[config.mk]
export PLATFORM = sky130hd
export DESIGN_NAME = motor_fault_supervisor_flat
export DESIGN_NICKNAME = d
export VERILOG_FILES = /design/src/rtl/mfs_pkg.sv /design/src/rtl/mfs_if.sv /design/src/rtl/motor_fault_supervisor.sv /design/src/flat_wrapper.sv
export SDC_FILE = /design/constraint.sdc
export NUM_CORES = 2
export LEC_CHECK = 0
export ABC_CLOCK_PERIOD_IN_PS = 14100
export CAP_MARGIN = 10
export CORE_MARGIN = 4
export CORE_UTILIZATION = 60
export CTS_CLUSTER_DIAMETER = 120
export CTS_CLUSTER_SIZE = 25
export DETAILED_ROUTE_END_ITERATION = 10
export DONT_BUFFER_PORTS = 1
export GPL_ROUTABILITY_DRIVEN = 0
export GPL_TIMING_DRIVEN = 0
export HOLD_SLACK_MARGIN = 0.1
export PLACE_DENSITY = 0.79
export SYNTH_ARGS = -nofsm -noshare
export SYNTH_HDL_FRONTEND = slang
export SYNTH_SLANG_ARGS = --single-unit
[constraint.sdc]
create_clock -name clk -period 14.1 [get_ports clk]
set_clock_uncertainty 0.05 [all_clocks]
set_input_delay 3.525 -clock clk [delete_from_list [all_inputs] [get_ports clk]]
set_output_delay 3.525 -clock clk [all_outputs]
set_load 0.005 [all_outputs]
[src/rtl/mfs_pkg.sv]
// ----------------------------------------------------------------------------
// Motor fault supervisor package
// Widths, reset values, register indexes and result codes shared by the
// supervisor, its channel interfaces and its checker.
// ----------------------------------------------------------------------------
package mfs_pkg;

	localparam int CFG_DATA_W    = 32;
	localparam int CFG_INDEX_W   = 3;

	localparam int CUR_LIMIT_W   = 15;
	localparam int VOLT_LIMIT_W  = 16;
	localparam int STALL_SPEED_W = 15;
	localparam int STALL_MAX_W   = 16;
	localparam int COST_W        = 32;
	localparam int STALL_COUNT_W = 17;
	localparam int LIM2_W        = 2 * CUR_LIMIT_W;
	localparam int NINE_LIM2_W   = LIM2_W + 4;
	localparam int HC_SPLIT      = 34;
	localparam int HC_PROD_W     = HC_SPLIT + 5;
	localparam int MODE_W        = 2;
	localparam int CAUSE_W       = 3;

	localparam logic [CFG_INDEX_W-1:0] CFG_CURRENT_LIMIT   = 3'd0;
	localparam logic [CFG_INDEX_W-1:0] CFG_VOLTAGE_LIMIT   = 3'd1;
	localparam logic [CFG_INDEX_W-1:0] CFG_STALL_SPEED     = 3'd2;
	localparam logic [CFG_INDEX_W-1:0] CFG_STALL_COUNT_MAX = 3'd3;
	localparam logic [CFG_INDEX_W-1:0] CFG_DIV_LIMIT       = 3'd4;

	localparam logic [CUR_LIMIT_W-1:0]   CUR_LIMIT_RST   = 15'h7FFF;
	localparam logic [VOLT_LIMIT_W-1:0]  VOLT_LIMIT_RST  = 16'hFFFF;
	localparam logic [STALL_SPEED_W-1:0] STALL_SPEED_RST = 15'h0000;
	localparam logic [STALL_MAX_W-1:0]   STALL_MAX_RST   = 16'hFFFF;
	localparam logic [COST_W-1:0]        DIV_LIMIT_RST   = 32'hFFFF_FFFF;
	localparam logic [LIM2_W-1:0]        LIM2_RST        =
		LIM2_W'(64'(CUR_LIMIT_RST) * 64'(CUR_LIMIT_RST));
	localparam logic [NINE_LIM2_W-1:0]   NINE_LIM2_RST   =
		NINE_LIM2_W'(64'd9 * 64'(LIM2_RST));
	localparam logic [STALL_COUNT_W-1:0] STALL_COUNT_TOP = 17'h1FFFF;
	localparam logic [HC_PROD_W-1:0]     HC_FACTOR       = 39'd25;

	typedef enum logic [MODE_W-1:0] {
		MODE_NORMAL   = 2'd0,
		MODE_FAULT    = 2'd1,
		MODE_DEGRADED = 2'd2
	} mode_t;

	typedef enum logic [CAUSE_W-1:0] {
		CAUSE_NONE         = 3'd0,
		CAUSE_OVERCURRENT  = 3'd1,
		CAUSE_OVERVOLTAGE  = 3'd2,
		CAUSE_STALL        = 3'd3,
		CAUSE_DIVERGED     = 3'd4
	} cause_t;

endpackage

[src/rtl/mfs_if.sv]
// ----------------------------------------------------------------------------
// Motor fault supervisor channels
// Valid/ready channels for the sample going in and the verdict coming out.
// ----------------------------------------------------------------------------
interface mfs_sample_if #(
	parameter int SAMPLE_WIDTH = 16
);
	logic                            valid;
	logic                            ready;
	logic signed [SAMPLE_WIDTH-1:0]  current_alpha;
	logic signed [SAMPLE_WIDTH-1:0]  current_beta;
	logic [SAMPLE_WIDTH-1:0]         bus_voltage;
	logic signed [SAMPLE_WIDTH-1:0]  rotor_speed;
	logic [mfs_pkg::COST_W-1:0]      control_cost;

	modport source (
		output valid, current_alpha, current_beta, bus_voltage, rotor_speed, control_cost,
		input  ready
	);
	modport sink (
		input  valid, current_alpha, current_beta, bus_voltage, rotor_speed, control_cost,
		output ready
	);
endinterface

interface mfs_result_if;
	logic           valid;
	logic           ready;
	mfs_pkg::mode_t  mode;
	mfs_pkg::cause_t cause;

	modport source (
		output valid, mode, cause,
		input  ready
	);
	modport sink (
		input  valid, mode, cause,
		output ready
	);
endinterface

[src/rtl/motor_fault_supervisor.sv]
// ----------------------------------------------------------------------------
// Motor fault supervisor
// Each sample yields one (mode, cause) verdict. All checks for a sample run in
// one pass between the input register and the result register, so a sample's
// verdict enters the result register when it can, and a new sample can be
// accepted every cycle unless both are full and stalled. While the result is
// held off the block keeps up to two samples, one in each register, and once
// both are full sample.ready follows result.ready in the same cycle. A register
// write takes effect for the sample accepted at the same edge; the squared
// current limit and nine times it are formed when current_limit is written.
// ----------------------------------------------------------------------------
module motor_fault_supervisor #(
	parameter int SAMPLE_WIDTH = 16
) (
	input  logic                                clk,
	input  logic                                arst_n,
	input  logic                                cfg_wen,
	input  logic [mfs_pkg::CFG_INDEX_W-1:0]     cfg_index,
	input  logic [mfs_pkg::CFG_DATA_W-1:0]      cfg_wdata,
	mfs_sample_if.sink                          sample,
	mfs_result_if.source                        result
);

	localparam int SUM_W = 2 * SAMPLE_WIDTH;
	localparam int HC_W  = (SUM_W > mfs_pkg::HC_SPLIT) ? SUM_W : mfs_pkg::HC_SPLIT + 1;
	localparam int CMP_W = (SAMPLE_WIDTH > 16) ? SAMPLE_WIDTH : 16;

	logic [mfs_pkg::VOLT_LIMIT_W-1:0]  voltage_limit_q;
	logic [mfs_pkg::STALL_SPEED_W-1:0] stall_speed_q;
	logic [mfs_pkg::STALL_MAX_W-1:0]   stall_count_max_q;
	logic [mfs_pkg::COST_W-1:0]        div_limit_q;
	logic [mfs_pkg::LIM2_W-1:0]        lim2_q;
	logic [mfs_pkg::NINE_LIM2_W-1:0]   nine_lim2_q;
	logic [mfs_pkg::STALL_COUNT_W-1:0] stall_count_q;

	logic                          valid_s1;
	logic [SAMPLE_WIDTH-1:0]       alpha_s1;
	logic [SAMPLE_WIDTH-1:0]       beta_s1;
	logic [SAMPLE_WIDTH-1:0]       voltage_s1;
	logic [SAMPLE_WIDTH-1:0]       speed_s1;
	logic [mfs_pkg::COST_W-1:0]    cost_s1;

	logic                          out_valid_q;
	mfs_pkg::mode_t                mode_q;
	mfs_pkg::cause_t               cause_q;

	logic ready_out, ready_s1;
	logic move_in, move_s1;

	logic [mfs_pkg::CUR_LIMIT_W-1:0] cfg_limit;
	logic [mfs_pkg::LIM2_W-1:0]      lim2_wr;
	logic [mfs_pkg::NINE_LIM2_W-1:0] nine_lim2_wr;

	logic [SAMPLE_WIDTH-1:0]       mag_a, mag_b, mag_speed;
	logic [SUM_W-1:0]              sq_a, sq_b, sum;
	logic [HC_W-1:0]               sum_ext;
	logic [mfs_pkg::HC_PROD_W-1:0] sum_low, prod25;
	logic                          over_current, over_voltage, low_speed, over_cost;
	logic                          high_current, fault;
	logic [mfs_pkg::STALL_COUNT_W-1:0] count_next;
	mfs_pkg::mode_t                mode_next;
	mfs_pkg::cause_t               cause_next;

	assign ready_out = !out_valid_q || result.ready;
	assign ready_s1  = !valid_s1 || ready_out;
	assign move_in   = sample.valid && ready_s1;
	assign move_s1   = valid_s1 && ready_out;

	assign sample.ready = ready_s1;
	assign result.valid = out_valid_q;
	assign result.mode  = mode_q;
	assign result.cause = cause_q;

	always_comb begin
		cfg_limit    = cfg_wdata[mfs_pkg::CUR_LIMIT_W-1:0];
		lim2_wr      = mfs_pkg::LIM2_W'(cfg_limit) * mfs_pkg::LIM2_W'(cfg_limit);
		nine_lim2_wr = mfs_pkg::NINE_LIM2_W'({lim2_wr, 3'b000}) +
			mfs_pkg::NINE_LIM2_W'(lim2_wr);
	end

	always_ff @(posedge clk or negedge arst_n) begin
		if (!arst_n) begin
			voltage_limit_q   <= mfs_pkg::VOLT_LIMIT_RST;
			stall_speed_q     <= mfs_pkg::STALL_SPEED_RST;
			stall_count_max_q <= mfs_pkg::STALL_MAX_RST;
			div_limit_q       <= mfs_pkg::DIV_LIMIT_RST;
			lim2_q            <= mfs_pkg::LIM2_RST;
			nine_lim2_q       <= mfs_pkg::NINE_LIM2_RST;
		end else begin
			if (cfg_wen) begin
				unique case (cfg_index)
					mfs_pkg::CFG_CURRENT_LIMIT: begin
						lim2_q      <= lim2_wr;
						nine_lim2_q <= nine_lim2_wr;
					end
					mfs_pkg::CFG_VOLTAGE_LIMIT:
						voltage_limit_q <= cfg_wdata[mfs_pkg::VOLT_LIMIT_W-1:0];
					mfs_pkg::CFG_STALL_SPEED:
						stall_speed_q <= cfg_wdata[mfs_pkg::STALL_SPEED_W-1:0];
					mfs_pkg::CFG_STALL_COUNT_MAX:
						stall_count_max_q <= cfg_wdata[mfs_pkg::STALL_MAX_W-1:0];
					mfs_pkg::CFG_DIV_LIMIT:
						div_limit_q <= cfg_wdata[mfs_pkg::COST_W-1:0];
					default: begin
					end
				endcase
			end
		end
	end

	always_comb begin
		mag_a     = alpha_s1[SAMPLE_WIDTH-1] ? (~alpha_s1 + SAMPLE_WIDTH'(1)) : alpha_s1;
		mag_b     = beta_s1[SAMPLE_WIDTH-1]  ? (~beta_s1 + SAMPLE_WIDTH'(1))  : beta_s1;
		mag_speed = speed_s1[SAMPLE_WIDTH-1] ? (~speed_s1 + SAMPLE_WIDTH'(1)) : speed_s1;
		sq_a      = SUM_W'(mag_a) * SUM_W'(mag_a);
		sq_b      = SUM_W'(mag_b) * SUM_W'(mag_b);
		sum       = sq_a + sq_b;
	end

	always_comb begin
		sum_ext      = HC_W'(sum);
		over_current = sum_ext > HC_W'(lim2_q);
		over_voltage = CMP_W'(voltage_s1) > CMP_W'(voltage_limit_q);
		low_speed    = CMP_W'(mag_speed) < CMP_W'(stall_speed_q);
		over_cost    = cost_s1 > div_limit_q;
		fault        = over_current || over_voltage;
		sum_low      = mfs_pkg::HC_PROD_W'(sum_ext[mfs_pkg::HC_SPLIT-1:0]);
		prod25       = sum_low * mfs_pkg::HC_FACTOR;
		high_current = (|sum_ext[HC_W-1:mfs_pkg::HC_SPLIT]) ||
			(prod25 > mfs_pkg::HC_PROD_W'(nine_lim2_q));
		count_next   = stall_count_q;
		if (low_speed && high_current) begin
			if (stall_count_q != mfs_pkg::STALL_COUNT_TOP) begin
				count_next = stall_count_q + mfs_pkg::STALL_COUNT_W'(1);
			end
		end else if (stall_count_q != '0) begin
			count_next = stall_count_q - mfs_pkg::STALL_COUNT_W'(1);
		end
		priority if (over_current) begin
			mode_next  = mfs_pkg::MODE_FAULT;
			cause_next = mfs_pkg::CAUSE_OVERCURRENT;
		end else if (over_voltage) begin
			mode_next  = mfs_pkg::MODE_FAULT;
			cause_next = mfs_pkg::CAUSE_OVERVOLTAGE;
		end else if (count_next > mfs_pkg::STALL_COUNT_W'(stall_count_max_q)) begin
			mode_next  = mfs_pkg::MODE_DEGRADED;
			cause_next = mfs_pkg::CAUSE_STALL;
		end else if (over_cost) begin
			mode_next  = mfs_pkg::MODE_DEGRADED;
			cause_next = mfs_pkg::CAUSE_DIVERGED;
		end else begin
			mode_next  = mfs_pkg::MODE_NORMAL;
			cause_next = mfs_pkg::CAUSE_NONE;
		end
	end

	always_ff @(posedge clk or negedge arst_n) begin
		if (!arst_n) begin
			valid_s1      <= 1'b0;
			out_valid_q   <= 1'b0;
			stall_count_q <= '0;
		end else begin
			if (ready_s1) begin
				valid_s1 <= sample.valid;
			end
			if (ready_out) begin
				out_valid_q <= valid_s1;
			end
			if (move_s1 && !fault) begin
				stall_count_q <= count_next;
			end
		end
	end

	always_ff @(posedge clk) begin
		if (move_in) begin
			alpha_s1   <= sample.current_alpha;
			beta_s1    <= sample.current_beta;
			voltage_s1 <= sample.bus_voltage;
			speed_s1   <= sample.rotor_speed;
			cost_s1    <= sample.control_cost;
		end
		if (move_s1) begin
			mode_q  <= mode_next;
			cause_q <= cause_next;
		end
	end

endmodule

[src/flat_wrapper.sv]
// flat-port wrapper written by rule: the top's interface ports become plain ports
module motor_fault_supervisor_flat 
#(
	parameter int SAMPLE_WIDTH = 16
)
  (clk, arst_n, cfg_wen, cfg_index, cfg_wdata, sample_valid, sample_current_alpha, sample_current_beta, sample_bus_voltage, sample_rotor_speed, sample_control_cost, sample_ready, result_valid, result_mode, result_cause, result_ready);
  mfs_sample_if #(.SAMPLE_WIDTH(SAMPLE_WIDTH)) sample_i ();
  mfs_result_if result_i ();
  input  logic clk;
  input  logic arst_n;
  input  logic cfg_wen;
  input  logic [mfs_pkg::CFG_INDEX_W-1:0] cfg_index;
  input  logic [mfs_pkg::CFG_DATA_W-1:0] cfg_wdata;
  input wire logic [$bits(sample_i.valid)-1:0] sample_valid;
  input wire logic [$bits(sample_i.current_alpha)-1:0] sample_current_alpha;
  input wire logic [$bits(sample_i.current_beta)-1:0] sample_current_beta;
  input wire logic [$bits(sample_i.bus_voltage)-1:0] sample_bus_voltage;
  input wire logic [$bits(sample_i.rotor_speed)-1:0] sample_rotor_speed;
  input wire logic [$bits(sample_i.control_cost)-1:0] sample_control_cost;
  output wire logic [$bits(sample_i.ready)-1:0] sample_ready;
  output wire logic [$bits(result_i.valid)-1:0] result_valid;
  output wire logic [$bits(result_i.mode)-1:0] result_mode;
  output wire logic [$bits(result_i.cause)-1:0] result_cause;
  input wire logic [$bits(result_i.ready)-1:0] result_ready;
  assign sample_i.valid = sample_valid;
  assign sample_i.current_alpha = sample_current_alpha;
  assign sample_i.current_beta = sample_current_beta;
  assign sample_i.bus_voltage = sample_bus_voltage;
  assign sample_i.rotor_speed = sample_rotor_speed;
  assign sample_i.control_cost = sample_control_cost;
  assign sample_ready = sample_i.ready;
  assign result_valid = result_i.valid;
  assign result_mode = result_i.mode;
  assign result_cause = result_i.cause;
  assign result_i.ready = result_ready;
  motor_fault_supervisor #(.SAMPLE_WIDTH(SAMPLE_WIDTH)) u_core (.clk(clk), .arst_n(arst_n), .cfg_wen(cfg_wen), .cfg_index(cfg_index), .cfg_wdata(cfg_wdata), .sample(sample_i), .result(result_i));
endmodule
==> summary.txt <==
Status
  • Status: finished with violations
  • Violated checks: negative setup slack

Timing
  • Slew Viols, Final: 0
  • RSZ-0062 raised after global routing: true
  • Final Cycle Share: 108%
  • Slew @ Worst Pin: ~1100 ps
  • Min Tclk post-route: 15200 ps
  • # setup viols final: 4
  • Slew headroom: between 20% and 30%
  • Post-route setup slack: -1100 ps
  • Final count of hold timing violations: 0
  • Max Clock Freq: 65.8 MHz

Drt
  • WL final: about 100000 um
  • DRT Pass-1 Iters: 6
  • Routed Antenna Nets: 0
  • Vias per cell: around 5.8
  • Routed length on met1: 38300 um
  • DR vias: roughly 30000
  • DRC viols: 0
  • Drt wl/cell: slightly below 20 um
  • Iter 0 DRT Violations: ~2100
  • Top Layer Used: met4
  • Detail Route met2 WL: ~50000 um
  • Routed wl met3: 7640 um

Die
  • Initial Util: 60.7%
  • IO Pins: between 100 and 150
  • Rows: a little over 90
  • Total die area: 0.0695 mm^2
  • Chip height: ~260 um
  • Die W: around 260 um
  • Core Box Area: between 0.06 and 0.07 mm^2

Clocking
  • Cts bufs inserted: 15
  • CTS tree: yes
  • Worst-skew pair later-pin latency: around 540 ps
  • Clock Tree Buf Depth: 3
  • Htree depth: 1
  • Clock transition at path regs: 100 ps
  • Root Buffer: clkbuf_16
  • Clock Sink Count: approximately 260

Yosys
  • Synth Cell Area: 0.0392 mm^2
  • Yosys warns: 0
  • Post-synth EDFFs: about 100
  • Ys flop type: edfxtp_1
  • Synth Register Bits: 259
  • Number of library cell types mapped by synthesis: a little over 90
  • Seq/Total Area, Yosys: between 15 and 20%
  • Syn avg cell area: ~9.5 um^2
  • Synthesized instance count: 4125
  • Async SR Flop Fraction: 61.0%

Worst setup path
  • Worst EP arrival: between 15000 and 20000 ps
  • Critical Path Slowest Stage Cell: fa_1
  • Crit-path max FO: 8
  • Crit start category: flip-flop
  • Setup crit end kind: flip-flop
  • CP most frequent cell: fa_1
  • CP peak stage delay: about 570 ps
  • WS Path Type: flip-flop to flip-flop
  • WP data required: approximately 14000 ps

Global route
  • Largest net degree at the start of global routing: ~160
  • First-pass GRT wire length: around 160000 um
  • Gr usage total: between 20% and 30%
  • Vias in the first global route: between 30000 and 40000
  • Antenna violations before repair: 2
  • GRT overflow: 0

Cells and area
  • Fin area: 0.0440 mm^2
  • Layout cells sized above 1: 14.0%
  • Area Overhead vs Synth: 12.3%
  • Net count, final: ~5500

Placed design
  • DP Wirelength: between 70000 and 80000 um
  • Port Buffer Count: 0
  • Post-DP Area: a little over 0.04 mm^2

Run
  • Max Cap Viol: 0

Min path
  • Worst min-delay path class: flip-flop to flip-flop
==> critical path: cells and delay by family, from the launching register on <==
kind / cells / cell delay, ps
compound gates: 17 / 3280
xor+xnor: 4 / 600
fa+ha+maj: 15 / 6290
buf+inv: 8 / 930
flops: 1 / 540
simple gates: 13 / 3350
==> synth_stat cells (all sizes together), types with 11 or more instances <==
master / number / share of area (%)
dfrtp: 64 / 4.1
clkinv: 11 / 0.11
o31ai: 17 / 0.33
nand3: 53 / 0.68
o21a: 34 / 0.65
o21ai: 194 / 2.5
dfstp: 94 / 6.3
and2: 81 / 1.3
a21o: 65 / 1.2
nand4: 30 / 0.48
xor2: 71 / 1.6
a31oi: 19 / 0.30
mux2: 44 / 1.3
or2: 11 / 0.18
and3: 19 / 0.30
nor2: 242 / 2.3
nand2: 331 / 3.2
edfxtp: 101 / 7.7
inv: 863 / 8.3
o211ai: 12 / 0.23
xnor2: 126 / 2.8
or3: 17 / 0.30
a21oi: 154 / 2.0
nor3: 38 / 0.50
a211oi: 17 / 0.35
nor2b: 27 / 0.43
o21bai: 11 / 0.21
buf: 12 / 0.18
clkbuf: 88 / 0.84
ha: 545 / 17
fa: 549 / 28
nand2b: 43 / 0.69
==> state kept, by name, indices dropped and copies added, names as in the netlist <==
| name | flops |
|---|---|
| u_core.lim2_q | 27 |
| u_core.result.mode | 2 |
| u_core.valid_s1 | 1 |
| u_core.stall_count_max_q | 16 |
| u_core.result.cause | 3 |
| u_core.result.valid | 1 |
| u_core.div_limit_q | 32 |
| u_core.speed_s1 | 16 |
| u_core.alpha_s1 | 16 |
| u_core.stall_count_q | 17 |
| u_core.voltage_limit_q | 16 |
| u_core.beta_s1 | 16 |
| u_core.cost_s1 | 32 |
| u_core.stall_speed_q | 15 |
| u_core.nine_lim2_q | 33 |
| u_core.voltage_s1 | 16 |
==> cell type report <==
type                       instances  area [um^2]
tap                              855         1070
timing repair buffer             149         1230
multi-input combinational       2915        30200
clock inverter                     4         53.8
sequential                       259         7100
buffer                            93          586
inverter                         874         3370
clock buffer                      22          423
antenna                            2         5.00
fill                            4768        20600
==> layer usage <==
| layer | vias to the layer above | GRT usage (%) |
|---|---|---|
| li1 | 13600 | - |
| met1 | 14800 | 36.0 |
| met2 | 1205 | 49.8 |
| met3 | 365 | 4.80 |
| met4 | 0 | 11.0 |
| met5 | - | 0 |
==> worst paths after layout <==
check | startpoint | slack (ps) | depth (start not counted) | endpoint
max | u_core.beta_s1[0] | -1100 | 57 | u_core.result.cause[2]
min | u_core.stall_count_max_q[7] | 440 | 2 | u_core.stall_count_max_q[7]
max reg2reg | u_core.beta_s1[0] | -1100 | 57 | u_core.result.cause[2]
min reg2reg | u_core.stall_count_max_q[7] | 440 | 2 | u_core.stall_count_max_q[7]
max in group asynchronous | arst_n | 10960 | 0 | u_core.div_limit_q[18]
min in group asynchronous | arst_n | 2670 | 0 | u_core.result.valid
==> kinds of logic after synthesis <==
logic type,synth area share [%]
muxes,1.52
and+or+nand+nor,11.4
xor gates and xnor gates,4.46
other,0.0192
AOI/OAI and AO/OA,9.61
buffers and inverters,9.40
DFF,18.1
adders and majority gates,45.5
==> placed cells by master, fill, tap and decap left out, types with 18 or more instances in the layout <==
master     netlist  final
inv_1          861    846
fa_1           549    536
ha_1           545    522
nand2_1        331    306
nor2_1         242    214
o21ai_0        190    165
a21oi_1        152    134
buf_4            1    134
xnor2_1        126    109
edfxtp_1       101    101
dfstp_2         94     94
and2_1          80     77
clkbuf_1        88     71
a21o_1          65     65
dfrtp_1         64     64
nand3_1         53     50
xor2_1          71     48
mux2_2          44     44
nand2b_1        43     39
nor3_1          37     33
o21a_1          34     33
nand4_1         30     30
nor2b_1         27     26
conb_1           2     25
clkbuf_16        0     20
ha_4             0     20
nand2_2          0     19
and3_1          19     18
==> stage by stage <==
step	worst slack (ps)	std cells	util, %	setup TNS, ps	hold slack, ps
global route	-1530	5172	68.1	-6000	456
finish	-1100	5173	68.1	-4300	436
detailed placement	-2710	5004	63.3	-25270	420
global placement	-2630	5003	63.3	-23360	416
floorplan	3.76	4148	-	0	399
CTS	-740	5143	67.2	-2880	439
==> what timing repair did <==
| action | 4_1_cts | 5_1_grt |
|---|---|---|
| resized for setup | 229 | 76 |
| hold endpoints to repair | 0 | 0 |
| hold buffers | 0 | 0 |
| pin swaps | 101 | 56 |
| buffers inserted | 118 | 30 |
| setup endpoints to repair | 21 | 5 |
Power is not shown: default switching activity piles up to over one toggle a cycle in this logic, so the estimate is an artifact.
